--- config.mk ---
export PLATFORM = sky130hd
export DESIGN_NAME = days_past_due_date
export DESIGN_NICKNAME = d
export VERILOG_FILES = /design/src/rtl/dpd_pkg.sv /design/src/rtl/days_past_due_date.sv /design/src/rtl/dpd_mod25.sv /design/src/rtl/dpd_core.sv
export SDC_FILE = /design/constraint.sdc
export NUM_CORES = 1
export LEC_CHECK = 0
export CAP_MARGIN = 40
export CELL_PAD_IN_SITES_DETAIL_PLACEMENT = 2
export CELL_PAD_IN_SITES_GLOBAL_PLACEMENT = 2
export CORE_ASPECT_RATIO = 0.75
export CORE_MARGIN = 2
export CORE_UTILIZATION = 42
export CTS_CLUSTER_DIAMETER = 60
export DETAILED_ROUTE_END_ITERATION = 7
export DONT_BUFFER_PORTS = 1
export PLACE_DENSITY = 0.78
export SLEW_MARGIN = 20
export SYNTH_ARGS = -nofsm -noshare
export SYNTH_HDL_FRONTEND = slang
export SYNTH_SLANG_ARGS = --single-unit
--- constraint.sdc ---
create_clock -name clk_i -period 12 [get_ports clk_i]
set_input_delay 1.2 -clock clk_i [delete_from_list [all_inputs] [get_ports clk_i]]
set_output_delay 1.2 -clock clk_i [all_outputs]
set_load 0.01 [all_outputs]
--- src/rtl/dpd_pkg.sv ---
// Shared types, constants and calendar helpers for the days-past-due-date block.
package dpd_pkg;

  localparam int DayW  = 5;
  localparam int MonW  = 4;
  localparam int YearW = 12;
  localparam int DaysW = 21;
  localparam int AccW  = 23;
  localparam int IdxW  = 2;
  localparam int CfgW  = 12;
  localparam int ResW  = 5;
  localparam int YlenW = 9;

  // Reset values of the current date
  localparam logic [DayW-1:0]  TodayDayRst   = 5'd1;
  localparam logic [MonW-1:0]  TodayMonthRst = 4'd1;
  localparam logic [YearW-1:0] TodayYearRst  = 12'd2024;

  // Calendar constants
  localparam logic [MonW-1:0]  MonthFirst   = 4'd1;
  localparam logic [MonW-1:0]  MonthLast    = 4'd12;
  localparam logic [MonW-1:0]  MonthFeb     = 4'd2;
  localparam logic [DayW-1:0]  DaysLeapFeb  = 5'd29;
  localparam logic [YlenW-1:0] YearDays     = 9'd365;
  localparam logic [YlenW-1:0] YearDaysLeap = 9'd366;
  localparam logic [ResW-1:0]  Mod25Last    = 5'd24;

  // Reciprocal of 25 scaled by 2^17, exact for every 12-bit year
  localparam logic [12:0] Mod25Mul   = 13'd5243;
  localparam int          Mod25Shift = 17;

  // Months 0 and 13..15 hold no days
  localparam logic [DayW-1:0] MONTH_DAYS [16] = '{
    5'd0,  5'd31, 5'd28, 5'd31, 5'd30, 5'd31, 5'd30, 5'd31,
    5'd31, 5'd30, 5'd31, 5'd30, 5'd31, 5'd0,  5'd0,  5'd0
  };

  typedef enum logic [IdxW-1:0] {
    CFG_TODAY_DAY   = 2'd0,
    CFG_TODAY_MONTH = 2'd1,
    CFG_TODAY_YEAR  = 2'd2
  } cfg_idx_e;

  typedef enum logic [2:0] {
    ST_IDLE,
    ST_LEAP_TODAY,
    ST_LEAP_DUE,
    ST_TODAY_MON,
    ST_DUE_MON,
    ST_YEARS,
    ST_DONE
  } state_e;

  typedef struct packed {
    logic [DayW-1:0]  day;
    logic [MonW-1:0]  month;
    logic [YearW-1:0] year;
  } date_t;

  typedef struct packed {
    logic             load;
    logic [DaysW-1:0] days;
    logic             invalid;
  } res_t;

  // Leap test from the year and its residue mod 25
  function automatic logic is_leap(logic [YearW-1:0] y, logic [ResW-1:0] r25);
    return (y[1:0] == 2'b00) && ((r25 != '0) || (y[3:0] == 4'b0000));
  endfunction

  function automatic logic [DayW-1:0] month_len(logic [MonW-1:0] m, logic leap);
    logic [DayW-1:0] n;
    n = MONTH_DAYS[m];
    if ((m == MonthFeb) && leap) n = DaysLeapFeb;
    return n;
  endfunction

  function automatic logic [YlenW-1:0] year_len(logic leap);
    return leap ? YearDaysLeap : YearDays;
  endfunction

endpackage

--- src/rtl/days_past_due_date.sv ---
// Top level of the days-past-due-date block: configuration, stream ports, result register.
//
// Each input transaction carries a due date; the block returns how many days the current
// date (held in the three configuration registers) lies past it, or 0 when the due date is
// today or later, and flags a due month outside 1..12. One shared adder accumulates month
// lengths of today's year, subtracts those of the due year, then adds one whole year per
// cycle; leap years come from a shared mod-25 unit used in two setup states. The input side
// is ready only while the sequencer is idle; the result register lets the next item be
// taken while a finished result still waits on the output side.
module days_past_due_date (
  input  logic                      clk_i,
  input  logic                      rst_ni,
  // Configuration write channel
  input  logic                      cfg_valid_i,
  output logic                      cfg_ready_o,
  input  logic [dpd_pkg::IdxW-1:0]  cfg_index_i,
  input  logic [dpd_pkg::CfgW-1:0]  cfg_data_i,
  // Input stream
  input  logic                      s_axis_tvalid,
  output logic                      s_axis_tready,
  input  logic [23:0]               s_axis_tdata,  // due_day[4:0], due_month[8:5], due_year[20:9]
  // Output stream
  output logic                      m_axis_tvalid,
  input  logic                      m_axis_tready,
  output logic [23:0]               m_axis_tdata,  // days_late[20:0]
  output logic [0:0]                m_axis_tuser   // date_invalid[0]
);
  import dpd_pkg::*;

  logic [DayW-1:0]  today_day_q;
  logic [MonW-1:0]  today_month_q;
  logic [YearW-1:0] today_year_q;
  logic             out_vld_q;
  logic [DaysW-1:0] out_days_q;
  logic             out_inv_q;
  date_t            in_date;
  date_t            today;
  res_t             res;
  logic             out_free;

  assign cfg_ready_o = 1'b1;

  // Write the current date
  always_ff @(posedge clk_i or negedge rst_ni) begin
    if (!rst_ni) begin
      today_day_q   <= TodayDayRst;
      today_month_q <= TodayMonthRst;
      today_year_q  <= TodayYearRst;
    end else if (cfg_valid_i) begin
      if (cfg_index_i == CFG_TODAY_DAY)   today_day_q   <= cfg_data_i[DayW-1:0];
      if (cfg_index_i == CFG_TODAY_MONTH) today_month_q <= cfg_data_i[MonW-1:0];
      if (cfg_index_i == CFG_TODAY_YEAR)  today_year_q  <= cfg_data_i[YearW-1:0];
    end
  end

  assign in_date.day   = s_axis_tdata[4:0];
  assign in_date.month = s_axis_tdata[8:5];
  assign in_date.year  = s_axis_tdata[20:9];
  assign today.day     = today_day_q;
  assign today.month   = today_month_q;
  assign today.year    = today_year_q;
  assign out_free      = !out_vld_q || m_axis_tready;

  dpd_core u_core (
    .clk_i      (clk_i),
    .rst_ni     (rst_ni),
    .in_valid_i (s_axis_tvalid),
    .in_ready_o (s_axis_tready),
    .in_date_i  (in_date),
    .today_i    (today),
    .out_free_i (out_free),
    .res_o      (res)
  );

  // Hold the result until the output transaction completes
  always_ff @(posedge clk_i or negedge rst_ni) begin
    if (!rst_ni) begin
      out_vld_q <= 1'b0;
    end else if (res.load) begin
      out_vld_q <= 1'b1;
    end else if (m_axis_tready) begin
      out_vld_q <= 1'b0;
    end
  end

  always_ff @(posedge clk_i) begin
    if (res.load) begin
      out_days_q <= res.days;
      out_inv_q  <= res.invalid;
    end
  end

  assign m_axis_tvalid = out_vld_q;
  assign m_axis_tdata  = {3'b000, out_days_q};
  assign m_axis_tuser  = out_inv_q;

endmodule

--- src/rtl/dpd_mod25.sv ---
// Shared residue unit: a year modulo 25 by reciprocal multiplication.
module dpd_mod25 (
  input  logic [dpd_pkg::YearW-1:0] year_i,
  output logic [dpd_pkg::ResW-1:0]  res_o
);
  import dpd_pkg::*;

  logic [YearW+12:0] prod;
  logic [7:0]        quot;
  logic [YearW-1:0]  quot25;
  logic [YearW-1:0]  rem;

  // Quotient by scaled reciprocal, then remainder by shift-and-add
  assign prod   = {13'b0, year_i} * {{YearW{1'b0}}, Mod25Mul};
  assign quot   = prod[Mod25Shift+7:Mod25Shift];
  assign quot25 = ({4'b0, quot} << 4) + ({4'b0, quot} << 3) + {4'b0, quot};
  assign rem    = year_i - quot25;
  assign res_o  = rem[ResW-1:0];

endmodule

--- src/rtl/dpd_core.sv ---
// Sequencer and shared accumulator that count the days between two dates.
module dpd_core (
  input  logic          clk_i,
  input  logic          rst_ni,
  input  logic          in_valid_i,
  output logic          in_ready_o,
  input  dpd_pkg::date_t in_date_i,
  input  dpd_pkg::date_t today_i,
  input  logic          out_free_i,
  output dpd_pkg::res_t res_o
);
  import dpd_pkg::*;

  state_e                state_q, state_d;
  date_t                 due_q, due_d;
  logic                  inv_q, inv_d;
  logic [MonW-1:0]       mon_q, mon_d;
  logic [YearW-1:0]      year_q, year_d;
  logic [ResW-1:0]       r25_q, r25_d;
  logic                  tleap_q, tleap_d;
  logic signed [AccW-1:0] acc_q, acc_d;
  logic signed [AccW-1:0] opnd;
  logic [YearW-1:0]      mod_year;
  logic [ResW-1:0]       mod_res;
  logic                  month_bad;
  logic                  earlier;
  logic                  yleap;
  logic [YearW:0]        year_nxt;
  logic [DaysW-1:0]      days_sat;

  dpd_mod25 u_mod25 (
    .year_i (mod_year),
    .res_o  (mod_res)
  );

  assign in_ready_o = (state_q == ST_IDLE);
  assign month_bad  = (in_date_i.month < MonthFirst) || (in_date_i.month > MonthLast);
  assign yleap      = is_leap(year_q, r25_q);
  assign year_nxt   = {1'b0, year_q} + {{YearW{1'b0}}, 1'b1};

  // Due date strictly earlier than today
  always_comb begin
    if (in_date_i.year != today_i.year) begin
      earlier = in_date_i.year < today_i.year;
    end else if (in_date_i.month != today_i.month) begin
      earlier = in_date_i.month < today_i.month;
    end else begin
      earlier = in_date_i.day < today_i.day;
    end
  end

  // Clamp the count to the result range
  always_comb begin
    if (acc_q[AccW-1]) begin
      days_sat = '0;
    end else if (acc_q[AccW-2:DaysW] != '0) begin
      days_sat = '1;
    end else begin
      days_sat = acc_q[DaysW-1:0];
    end
  end

  // Next state, operand select and shared add
  always_comb begin
    state_d  = state_q;
    due_d    = due_q;
    inv_d    = inv_q;
    mon_d    = mon_q;
    year_d   = year_q;
    r25_d    = r25_q;
    tleap_d  = tleap_q;
    opnd     = '0;
    mod_year = today_i.year;
    res_o    = '{load: 1'b0, days: days_sat, invalid: inv_q};

    case (state_q)
      ST_IDLE: begin
        if (in_valid_i) begin
          due_d = in_date_i;
          inv_d = month_bad;
          mon_d = MonthFirst;
          opnd  = -acc_q;
          if (month_bad || !earlier) begin
            state_d = ST_DONE;
          end else begin
            state_d = ST_LEAP_TODAY;
          end
        end
      end
      ST_LEAP_TODAY: begin
        mod_year = today_i.year;
        tleap_d  = is_leap(today_i.year, mod_res);
        state_d  = ST_LEAP_DUE;
      end
      ST_LEAP_DUE: begin
        mod_year = due_q.year;
        r25_d    = mod_res;
        year_d   = due_q.year;
        state_d  = ST_TODAY_MON;
      end
      ST_TODAY_MON: begin
        if (mon_q < today_i.month) begin
          opnd  = $signed({{(AccW-DayW){1'b0}}, month_len(mon_q, tleap_q)});
          mon_d = mon_q + MonW'(1);
        end else begin
          opnd    = $signed({{(AccW-DayW){1'b0}}, today_i.day});
          mon_d   = MonthFirst;
          state_d = ST_DUE_MON;
        end
      end
      ST_DUE_MON: begin
        if (mon_q < due_q.month) begin
          opnd  = -$signed({{(AccW-DayW){1'b0}}, month_len(mon_q, yleap)});
          mon_d = mon_q + MonW'(1);
        end else begin
          opnd = -$signed({{(AccW-DayW){1'b0}}, due_q.day});
          if (due_q.year == today_i.year) begin
            state_d = ST_DONE;
          end else begin
            state_d = ST_YEARS;
          end
        end
      end
      ST_YEARS: begin
        // Add one whole year from the due year up to the year before today
        opnd   = $signed({{(AccW-YlenW){1'b0}}, year_len(yleap)});
        year_d = year_nxt[YearW-1:0];
        r25_d  = (r25_q == Mod25Last) ? '0 : r25_q + ResW'(1);
        if (year_nxt == {1'b0, today_i.year}) begin
          state_d = ST_DONE;
        end
      end
      ST_DONE: begin
        if (out_free_i) begin
          res_o.load = 1'b1;
          state_d    = ST_IDLE;
        end
      end
      default: begin
        state_d = ST_IDLE;
      end
    endcase

    acc_d = acc_q + opnd;
  end

  // Hold sequencer state and the accumulator
  always_ff @(posedge clk_i or negedge rst_ni) begin
    if (!rst_ni) begin
      state_q <= ST_IDLE;
      acc_q   <= '0;
    end else begin
      state_q <= state_d;
      acc_q   <= acc_d;
    end
  end

  // Hold working registers
  always_ff @(posedge clk_i) begin
    due_q   <= due_d;
    inv_q   <= inv_d;
    mon_q   <= mon_d;
    year_q  <= year_d;
    r25_q   <= r25_d;
    tleap_q <= tleap_d;
  end

endmodule

=== Yosys cells after proc, flatten, opt, wreduce, memory -nomap -nowiden ===
Memory sizes are Yosys's and may differ from the RTL's.
Index checks and enable logic that the tools add are counted.

* Add/subtract/negate cells: 10
* $mul: 1
* Div/mod/pow operators: 0
* $lt $le $gt $ge: 8
* Equal/unequal tests: 20
* Shifts and indexed selects: 0
* Muxes and demuxes: 34
* Bitwise operators: 1
* Reductions and logical operators: 28

{| class="wikitable"
|+ Operators by type and width
! cell !! number
|-
| $pmux 23 s4 || 1
|-
| $mux 23 || 2
|-
| $neg 5->23 || 2
|-
| $mux 5 || 8
|-
| $pmux 12 s2 || 1
|-
| $add 23x23->23 || 1
|-
| $neg 23->23 || 1
|-
| $mul 12x13->22 const B || 1
|-
| $mux 21 || 1
|-
| $pmux 3 s7 || 1
|-
| $mux 3 || 6
|-
| $add 12x1->13 const B || 1
|-
| $eq 13x12->1 || 1
|-
| $eq 12x12->1 || 1
|-
| $lt 12x12->1 || 1
|-
| $lt 4x4->1 || 3
|-
| $mux 12 || 1
|-
| $mux 4 || 3
|-
| $ne 12x12->1 || 1
|-
| $pmux 4 s3 || 1
|-
| $add 5x5->5 || 2
|-
| $pmux 5 s2 || 1
|-
| $reduce_bool 5->1 || 2
|-
| $eq 3x3->1 const B || 3
|-
| 30 further kinds || 56
|}

* Bits in registers: 114
* Bits in latches: 0
* Bits in writable memories: 0
* Bits in read-only memories: 80
* Input port bits: 43
* Output and inout port bits: 28
* Memories: 1

{| class="wikitable"
|+ Memory list
! name !! depth !! bits a word !! read ports !! clocked after memory_dff !! wr ports !! RTL line !! RTL
|-
| (no name shown) || 16 || 5 || 1 || 0 || 0 || dpd_pkg.sv:73 || <nowiki>n = MONTH_DAYS[m];</nowiki>
|}

=== Depth between registers and ports, before layout ===
Gate-level depths: netlist of the first run.

* Word-level depth: 11
* Depth in mapped cells: 34
* Depth with buffers taken out: 32

=== Cells and area by module ===
Synthesis of the first run repeated with hierarchy kept, for this count alone.

* Cells, all modules: 1107
* Area total of the unflattened synthesis: 10620.2 sq um

{| class="wikitable"
|+ By module, submodules not included
! module !! instances !! cells an instance !! area an instance (sq um) !! seq. area each (sq um)
|-
| dpd_core || 1 || 736 || 6224.7 || 1971.9
|-
| dpd_mod25 || 1 || 294 || 2791.4 || 0.0
|-
| days_past_due_date || 1 || 77 || 1604.0 || 1222.4
|}

=== Worst setup path before layout of the first run ===
OpenSTA, ideal clock, no wires.

* Path type: register to register
* Start point: register u_core.state_q[2]
* End point: register u_core.tleap_q (data pin)
* Library setup time: 174 ps
* Arrival time: 7770 ps
* Required time: 11826 ps
* Setup slack: 4056 ps
* Cell stages (with the launch flop): 33
* Path buffers: 2
* Period minus slack after synthesis: 7944 ps
* Cells stage by stage: dfrtp_1 nor3b_4 clkbuf_1 clkbuf_1 nor2_1 a21oi_1 inv_1 ha_1 xnor2_1 fa_1 fa_1 inv_1 fa_1 inv_1 fa_1 inv_1 ha_1 a211oi_1 nand2_1 a31oi_1 o211ai_1 o21a_1 o21a_1 nor2_1 ha_1 ha_1 inv_1 ha_1 nor2_1 a41oi_1 xnor3_1 xnor2_1 a311oi_1

* Longest elaborated chain between the ends: 9

{| class="wikitable"
|+ Ends and longest elaborated chain
! item !! RTL line !! RTL
|-
| from (decl) || dpd_core.sv:14 || <nowiki>state_e state_q, state_d;</nowiki>
|-
| from (signal assigned) || dpd_core.sv:153 || <nowiki>state_q <= state_d;</nowiki>
|-
| $eq 3x2->1 (*) || dpd_core.sv:76 || <nowiki>case (state_q)</nowiki>
|-
| $mux 12 (*) || dpd_core.sv:76 ||
|-
| $mul 12x13->22 || dpd_mod25.sv:14 || <nowiki>assign prod = {13'b0, year_i} * {{YearW{1'b0}}, Mod25Mul};</nowiki>
|-
| $add 5x5->5 (2 in series) || dpd_mod25.sv:16 || <nowiki>assign quot25 = ({4'b0, quot} << 4) + ({4'b0, quot} << 3) + {4'b0, quot};</nowiki>
|-
| $sub 5x5->5 (*) || dpd_mod25.sv:17 || <nowiki>assign rem = year_i - quot25;</nowiki>
|-
| $reduce_bool 5->1 (*) || dpd_pkg.sv:68 || <nowiki>return (y[1:0] == 2'b00) && ((r25 != '0) || (y[3:0] == 4'b0000));</nowiki>
|-
| $logic_or 1x1->1 (*) || dpd_pkg.sv:68 ||
|-
| $logic_and 1x1->1 (*) || dpd_pkg.sv:68 ||
|-
| to (signal assigned) || dpd_core.sv:165 || <nowiki>tleap_q <= tleap_d;</nowiki>
|-
| to (decl) || dpd_core.sv:20 || <nowiki>logic tleap_q, tleap_d;</nowiki>
|}

Every way passes the cells marked *; elsewhere a longest branch is shown, timed or not.
A chain may end at the register's enable or synchronous reset.

=== Worst setup path after layout of the first run ===
* Start point: register u_core.state_q[1]
* End point: register u_core.tleap_q (data pin)

Same word-level chain as after synthesis.

==> results.yml, run 1 <==
finish:
  antenna_cells: 0
  drive_gt1_frac: 0.0785
  finalNetCount: 1307
  syn2layout_area_growth_pct: 9.50
cts:
  hold_buffers: 0
  cts_tree: "built"
  cts_root_buf: "clkbuf_16"
  clk_pin_slew_ns: 0.07
  cts_sinks: 114
  cts_buffer_depth: 2
  htree_levels: 4
  clkLatencyLatePin_ns: 0.44
  cts_buffers: 17
  cts_setup_buffers: 0
  post_cts_resized: 0
timing:
  tightest_slew_ns: 0.768
  clock.fmax_ghz: 0.116
  hold_violations: 0
  slew_violations: 0
  setup_viol: 0
  setup_tns_ns: 0
  slew_headroom: 0.481
  fin_crit_sh: 0.721
  rsz0062_at_grt: "no"
  timing.final.crit_period_ns: 8.65
  fin_skew_ns: 0.0170
floorplan:
  initial_core_util: 0.429
  die_area_um2: 25900
  die_h_um: 140
  placementRows: 49
  die_w_um: 185
  core_um2: 24100
  ios: 71
detailed_routing:
  first_iter_violations: 443
  drc: 0
  vias: 7871
  routedWlPerCell_um: 21.3
  antenna_left: 0
  vias_per_cell: 5.52
  firstDrtPassIters: 5
  drt-total-wl_um: 30300
setup_path:
  timing.rr.start: "u_core.state_q[1]"
  r2r_slack_ns: 3.35
  cpPeakStageDelay_ns: 0.55
  worstPathMaxFanout: 28
  worstRegToRegCells: 31
  arrival_ns: 8.87
  cp-start-kind: "flop"
  critical_path.top_delay_family: "adder cells"
  worstReg2RegEnd: "u_core.tleap_q"
  critical_path_buf_inv_count: 6
  crit_path_top_delay_cell: "dfrtp_1"
  path_class: "reg2reg"
  required_ns: 12.22
  endpoint_kind: "flop"
global_route:
  met1_usage: 0.341
  grt_overflow: 0
  grt_max_degree: 49
  grtUsageMet2: 0.404
  first_global_vias: 8752
  antenna_found_initial: 0
  grt_pass1_wl_um: 48900
  busiest_layer: "met2"
  track_usage: 0.246
  use_met3: 0.0452
outcome:
  outcome: "finished clean"
flow_run:
  drv_cap: 0
yosys:
  synthTopCellsByArea: "edfxtp_1, ha_1, dfrtp_1"
  synth_flop_cell: "edfxtp_1"
  synth_area_um2: 10300
  synth_top_area_frac: 0.192
  synthArstFlopShare: 0.421
  synth_edf_count: 66
  synth_cells: 1077
  yosysMostFrequentCell: "ha_1"
  ys_ff_latch: 114
  ys_seq_area_frac: 0.309
  synth_largest_area_cell: "edfxtp_1"
  syn_area_per_cell_um2: 9.61
  synth_warnings: 0
  synthTopCellsByCount: "ha_1, inv_1, nor2_1"
  synth.distinct_cells: 75
placed_design:
  io_buffers: 0
  dp_hpwl_um: 23500
  gp_congestion: 0.822
hold_path:
  min_path_type: "in2async"
[worst max-delay path by stage]
stage	start	end	slack, ns	cells past startpoint
global placement	u_core.state_q[1]	u_core.tleap_q	3.61	29
floorplan	u_core.state_q[2]	u_core.tleap_q	4.06	32
finish	u_core.state_q[1]	u_core.tleap_q	3.35	31
global route	u_core.state_q[1]	u_core.tleap_q	2.80	31
CTS	u_core.state_q[1]	u_core.tleap_q	3.34	29
detailed placement	u_core.state_q[1]	u_core.tleap_q	3.37	29
[layer usage]
layer,share of wire,vias to the layer above
li1,-,3727
met1,0.48,3975
met2,0.47,144
met3,0.040,25
met4,0.0092,0
met5,0,-
[cell type report]
cell class,instances,area (um2)
well taps,331,414
repair buffers,11,98.8
multi-input cells,804,6540
fillers,2549,12800
flip-flops and latches,114,3190
clock buffers,18,450
inverters,134,503
clock inverters,14,126
[flip-flops by register name, summed over array words and instances (netlist names), 3 cells and up]
name            count
u_core.r25_q        5
u_core.acc_q       23
u_core.mon_q        4
today_year_q       12
u_core.state_q      3
u_core.due_q       21
today_day_q         5
u_core.year_q      12
today_month_q       4
out_days_q         21
[cells in the final DEF (no fill, tap or decap), types with 24 or more instances in the layout]
master	instances
a21o_1	38
a21oi_1	42
dfrtp_1	39
edfxtp_1	66
fa_1	39
ha_1	143
inv_1	134
nand2_1	75
nand3_1	24
nor2_1	99
o21ai_0	47
xnor2_1	68
xor2_1	30
[stage by stage]
stage	util	instance area [um2]	worst slack (ns)	cells	hold WS, ns
final	0.470	11300	3.35	1426	0.450
after global routing	0.470	11300	2.80	1426	0.430
after CTS	0.469	11300	3.34	1423	0.432
after detailed placement	0.445	10700	3.37	1391	0.428
after global placement	0.444	10700	3.61	1390	0.425
after floorplan	-	10400	4.06	1079	0.400
[cell families (layout without fill, tap and decap cells)]
| logic type | after synthesis | count (layout) | share of synthesized area |
|---|---|---|---|
| compound gates | 196 | 196 | 0.124 |
| xor+xnor | 104 | 104 | 0.0948 |
| fa+ha+maj | 182 | 182 | 0.248 |
| buf+inv | 161 | 177 | 0.0599 |
| flops | 114 | 114 | 0.309 |
| mux | 23 | 23 | 0.0244 |
| other cells | 2 | 4 | 0.000726 |
| simple gates | 295 | 295 | 0.139 |
Power of run 1 is left out: the tool's default activity adds up to more than one toggle a clock period on the data nets, which glitch-free logic cannot reach.
==> run 2: changes to the inputs <==
- clock period: 12 -> 7.98 ns (I/O delays scaled with it)
==> run 2 against run 1 <==
Effect of this change:
- the flow now finishes with violations (setup timing)
- cell area grew 4.5%
- critical endpoint unchanged
- global-route usage up 0.093 points
- worst hold slack got worse by 0.40 ns
- via count increased by 4.1%
- maximum frequency is 6.7% higher
- clock skew down 0.0087 ns
- cell count increased by 2.1%
- sequential share of layout area fell by 1.2 points
- first-iteration DRC count up 16%
- setup slack lost 3.5 ns
- highest routed layer unchanged
==> results.yml, run 2 (same netlist as run 1, synthesis figures left out) <==
outcome:
  outcome: "finished, violations left"
  failed_checks: "setup timing"
timing:
  setup_viol: 2
  tightest_slew_ns: 0.868
  clock.fmax_ghz: 0.123
  hold_violations: 0
  fin_ws_ns: -0.122
  fin_crit_sh: 1.02
  slew_violations: 0
  slew_headroom: 0.414
  timing.final.crit_period_ns: 8.10
  fin_skew_ns: 0.00835
floorplan:
  die_h_um: 140
  core_um2: 24100
  die_area_um2: 25900
  placementRows: 49
  initial_core_util: 0.429
  die_w_um: 185
  ios: 71
setup_path:
  required_ns: 8.23
  cp-start-kind: "flop"
  cpPeakStageDelay_ns: 0.61
  path_class: "reg2reg"
  arrival_ns: 8.35
  worstPathMaxFanout: 7
  crit_path_top_delay_cell: "fa_1"
  endpoint_kind: "flop"
  path_common_cell: "fa_1"
finish:
  instances_no_fill: 1456
  drive_gt1_frac: 0.131
  final_common_cell: "ha_1"
  largest_register: "u_core.acc_q"
  most-common-layout-cells: "ha_1, inv_1, nor2_1"
  finalNetCount: 1337
  fin_util: 0.491
  largestRegisters: "u_core.acc_q: 23 flops, out_days_q: 21 flops, u_core.due_q: 21 flops"
  finalInstanceArea_um2: 11800
  largest_reg_flops: 23
  antenna_cells: 0
  n_fill_cell: 2534
  syn2layout_area_growth_pct: 14.4
cts:
  htree_levels: 4
  cts_tree: "built"
  cts_buffers: 17
  cts_sinks: 114
  clkLatencyLatePin_ns: 0.44
  cts_root_buf: "clkbuf_16"
  clk_pin_slew_ns: 0.06
  hold_buffers: 0
  cts_buffer_depth: 2
global_route:
  track_usage: 0.247
  grt_overflow: 0
  grt_max_degree: 49
  antenna_found_initial: 0
  grt_pass1_wl_um: 48800
  first_global_vias: 8690
hold_path:
  min_path_type: "in2async"
detailed_routing:
  firstDrtPassIters: 5
  antenna_left: 0
  vias: 8190
  drc: 0
  routedWlPerCell_um: 24.1
  vias_per_cell: 5.63
  drt-total-wl_um: 35100
  first_iter_violations: 513
placed_design:
  dp_hpwl_um: 23800
  dpl_worst_slack_ns: -0.0661
  dp_cells: 1404
  post_dp_cell_area_um2: 10800
  gp_congestion: 0.807
  io_buffers: 0
flow_run:
  drv_cap: 0
[run 2: critical path: cells and delay by family, from the launching register on]
family / cells / cell delay [ns]
AND/OR/NAND/NOR: 4 / 0.49
adder cells (fa/ha/maj): 8 / 3.27
AO/OA/AOI/OAI: 6 / 1.36
XOR/XNOR: 7 / 1.56
buffers and inverters: 7 / 0.83
flip-flops: 1 / 0.40
[run 2: final cells by class]
class                      instances  area, um2  area share
multi-input combinational        804       6740       0.569
sequential                       114       3190       0.270
inverter                         134        505      0.0427
clock buffer                      17        425      0.0359
tap                              331        414      0.0350
timing repair buffer              41        387      0.0326
clock inverter                    15        174      0.0147
[run 2: final timing paths]
kind	startpoint	end	slack (ns)	depth (start not counted)
setup / recovery	u_core.state_q[1]	u_core.tleap_q	-0.12	32
hold / removal	rst_ni	today_year_q[0]	0.05	0
setup reg to reg	u_core.state_q[1]	u_core.tleap_q	-0.12	32
hold reg to reg	u_core.inv_q	m_axis_tuser	0.43	0
max in group asynchronous	rst_ni	today_day_q[0]	7.75	0
min in group clk_i	u_core.inv_q	m_axis_tuser	0.43	0
[run 2: metrics by stage]
| stage | setup TNS [ns] | hold WS [ns] |
|---|---|---|
| 6_report | -0.223 | 0.0522 |
| 5_1_grt | -0.654 | 0.0289 |
| 4_1_cts | 0 | 0.0307 |
| 3_5_place_dp | -0.0661 | 0.417 |
| 3_3_place_gp | 0 | 0.405 |
| 2_1_floorplan | 0 | 0.400 |
[run 2: what timing repair did]
action / CTS / global route
setup buffers: 0 / 14
pin swaps: 0 / 23
endpoints found under the setup margin: 1 / 2
gates resized for setup: 2 / 36
cloned: 0 / 3
[run 2: layer usage]
metal | routed length (um) | up-vias | global-route usage
met3 | 1450 | 38 | 0.0481
met4 | 538 | 0 | 0.0539
met5 | 0 | - | 0
met2 | 17400 | 188 | 0.395
met1 | 15700 | 4177 | 0.347
li1 | - | 3787 | -
Power of run 2 is left out for the same reason.
==> run 3: changes to the inputs <==
- SYNTH_HIERARCHICAL: unset -> 1
==> run 3 against run 2 <==
Effect of this change:
- the flow now finishes without violations
- highest routed layer unchanged
- register-to-register slack better by 0.32 ns
- first-iteration DRC count down 1.6%
- critical path depth up 1
- via count up 4.9%
- synthesized cell count up 2.8%
- cell count up 2.6%
- setup slack better by 0.32 ns
- wire length up 7.4%
- sequential share of layout area down 0.46 points
- non-clock buffer count down 4
==> results.yml, run 3 <==
outcome:
  outcome: "finished clean"
finish:
  drive_gt1_frac: 0.131
  finalNetCount: 1373
  final_common_cell: "inv_1"
  finalInstanceArea_um2: 12000
  largest_register: "u_core/acc_q"
  most-common-layout-cells: "inv_1, ha_1, nor2_1"
  antenna_cells: 0
  syn2layout_area_growth_pct: 13.4
  largestRegisters: "u_core/acc_q: 23 flops, out_days_q: 21 flops, u_core/due_q: 21 flops"
  n_fill_cell: 2674
  largest_reg_flops: 23
detailed_routing:
  drc: 0
  first_iter_violations: 505
  antenna_left: 0
  vias: 8591
  vias_per_cell: 5.75
  routedWlPerCell_um: 25.2
  firstDrtPassIters: 5
  drt-total-wl_um: 37700
timing:
  setup_tns_ns: 0
  tightest_slew_ns: 0.790
  fin_ws_ns: 0.201
  fin_skew_ns: 0.0123
  whs_ns: 0.0576
  fin_crit_sh: 0.975
  slew_violations: 0
  slew_headroom: 0.470
  timing.final.crit_period_ns: 7.78
  clock.fmax_ghz: 0.129
  hold_violations: 0
  setup_viol: 0
floorplan:
  die_area_um2: 26600
  ios: 71
  die_w_um: 188
  initial_core_util: 0.427
  placementRows: 50
  die_h_um: 142
  core_um2: 24900
setup_path:
  worstPathMaxFanout: 12
  crit_path_top_delay_cell: "fa_1"
  endpoint_kind: "flop"
  cpPeakStageDelay_ns: 0.55
  critical_path_buf_inv_count: 7
  path_common_cell: "xnor2_1"
  required_ns: 8.15
  arrival_ns: 7.95
  startpoint: "u_core/state_q[2]"
  cp-start-kind: "flop"
  timing.rr.start: "u_core/state_q[2]"
  critical_path.top_delay_family: "adder cells"
  path_class: "reg2reg"
cts:
  cts_root_buf: "clkbuf_16"
  cts_tree: "built"
  cts_buffer_depth: 2
  clkLatencyLatePin_ns: 0.44
  clk_pin_slew_ns: 0.07
  cts_buffers: 17
  cts_sinks: 114
  hold_buffers: 0
  htree_levels: 4
yosys:
  synth_cells: 1107
  yosysMostFrequentCell: "inv_1"
  synthTopCellsByCount: "inv_1, ha_1, nor2_1"
  synth_top_area_frac: 0.187
  synth_warnings: 6
  synth_area_um2: 10600
  synth_flop_cell: "edfxtp_1"
  synth_edf_count: 66
  synthArstFlopShare: 0.421
  syn_area_per_cell_um2: 9.59
  synthTopCellsByArea: "edfxtp_1, ha_1, dfrtp_1"
  ys_seq_area_frac: 0.301
  ys_ff_latch: 114
  synth.distinct_cells: 79
  synth_largest_area_cell: "edfxtp_1"
global_route:
  grt_overflow: 0
  grt_pass1_wl_um: 55000
  use_met3: 0.0542
  grtUsageMet2: 0.430
  first_global_vias: 9202
  busiest_layer: "met2"
  track_usage: 0.272
  antenna_found_initial: 0
  grt_max_degree: 49
  met1_usage: 0.394
hold_path:
  min_path_type: "in2async"
placed_design:
  post_dp_cell_area_um2: 11100
  dpl_worst_slack_ns: -0.168
  io_buffers: 0
  gp_congestion: 0.862
  dp_hpwl_um: 27600
flow_run:
  drv_cap: 0
-- run 3: changes by cell type in the layout (fill, tap and decap cells not counted), sizes merged, moves of 11 or more --
cell / change
nor3: +18
nor2: -17
xnor2: -17
o21ai: +13
a21o: -11
xor2: +11
-- run 3: worst paths after layout --
check | end | slack (ns) | cells after the start
worst max-delay path | u_core/tleap_q | 0.20 | 33
worst min-delay path | u_core/acc_q[20] | 0.06 | 0
worst min register to register | today_month_q[1] | 0.51 | 1
worst max register to register | u_core/tleap_q | 0.20 | 33
min in group clk_i | u_core/due_q[9] | 0.45 | 0
max in group asynchronous | today_month_q[0] | 7.71 | 0
-- run 3: cell families (layout without fill, tap and decap cells) --
| kind of cell | count (synthesis) | count (layout) | share of synthesized area |
|---|---|---|---|
| other | 2 | 4 | 0.000707 |
| muxes | 31 | 31 | 0.0355 |
| and+or+nand+nor | 311 | 311 | 0.148 |
| buffers and inverters | 172 | 219 | 0.0633 |
| DFF | 114 | 114 | 0.301 |
| AOI/OAI and AO/OA | 196 | 196 | 0.121 |
| xor gates and xnor gates | 94 | 94 | 0.0800 |
| adders and majority gates | 187 | 187 | 0.251 |
-- run 3: routing by layer --
layer | part of all wire | routed length (um) | up-vias
li1 | - | - | 3920
met1 | 0.48 | 17900 | 4450
met2 | 0.46 | 17300 | 191
met5 | 0 | 0 | -
met3 | 0.054 | 2040 | 30
met4 | 0.010 | 381 | 0
-- run 3: repair_timing --
item / CTS / global route
endpoints found under the hold margin: 0 / 0
resized for setup: 2 / 36
pin swaps: 0 / 22
setup buffers: 0 / 9
gates cloned: 0 / 2
setup endpoints to repair: 1 / 2
-- run 3: cell type report --
cell class / count / area (um2) / share of cell area
Clock buffer: 19 / 443 / 0.0368
Clock inverter: 13 / 161 / 0.0134
Inverter: 150 / 563 / 0.0467
Multi-Input combinational cell: 823 / 6920 / 0.574
Sequential cell: 114 / 3190 / 0.265
Tap cell: 338 / 423 / 0.0351
Timing Repair Buffer: 37 / 344 / 0.0286
-- run 3: worst register-to-register path: cells and delay by family (launching register included) --
family	cells	cell delay, ns
AND/OR/NAND/NOR	6	1.24
XOR/XNOR	5	0.80
adder cells (fa/ha/maj)	8	3.14
flip-flops	1	0.41
AO/OA/AOI/OAI	7	1.01
buffers and inverters	7	0.91
-- run 3: per-stage QoR --
| step | utilization | cells |
|---|---|---|
| finish | 0.484 | 1494 |
| global route | 0.484 | 1494 |
| CTS | 0.472 | 1480 |
| detailed placement | 0.447 | 1448 |
| global placement | 0.447 | 1448 |
| floorplan | - | 1109 |
Power of run 3 is left out for the same reason.
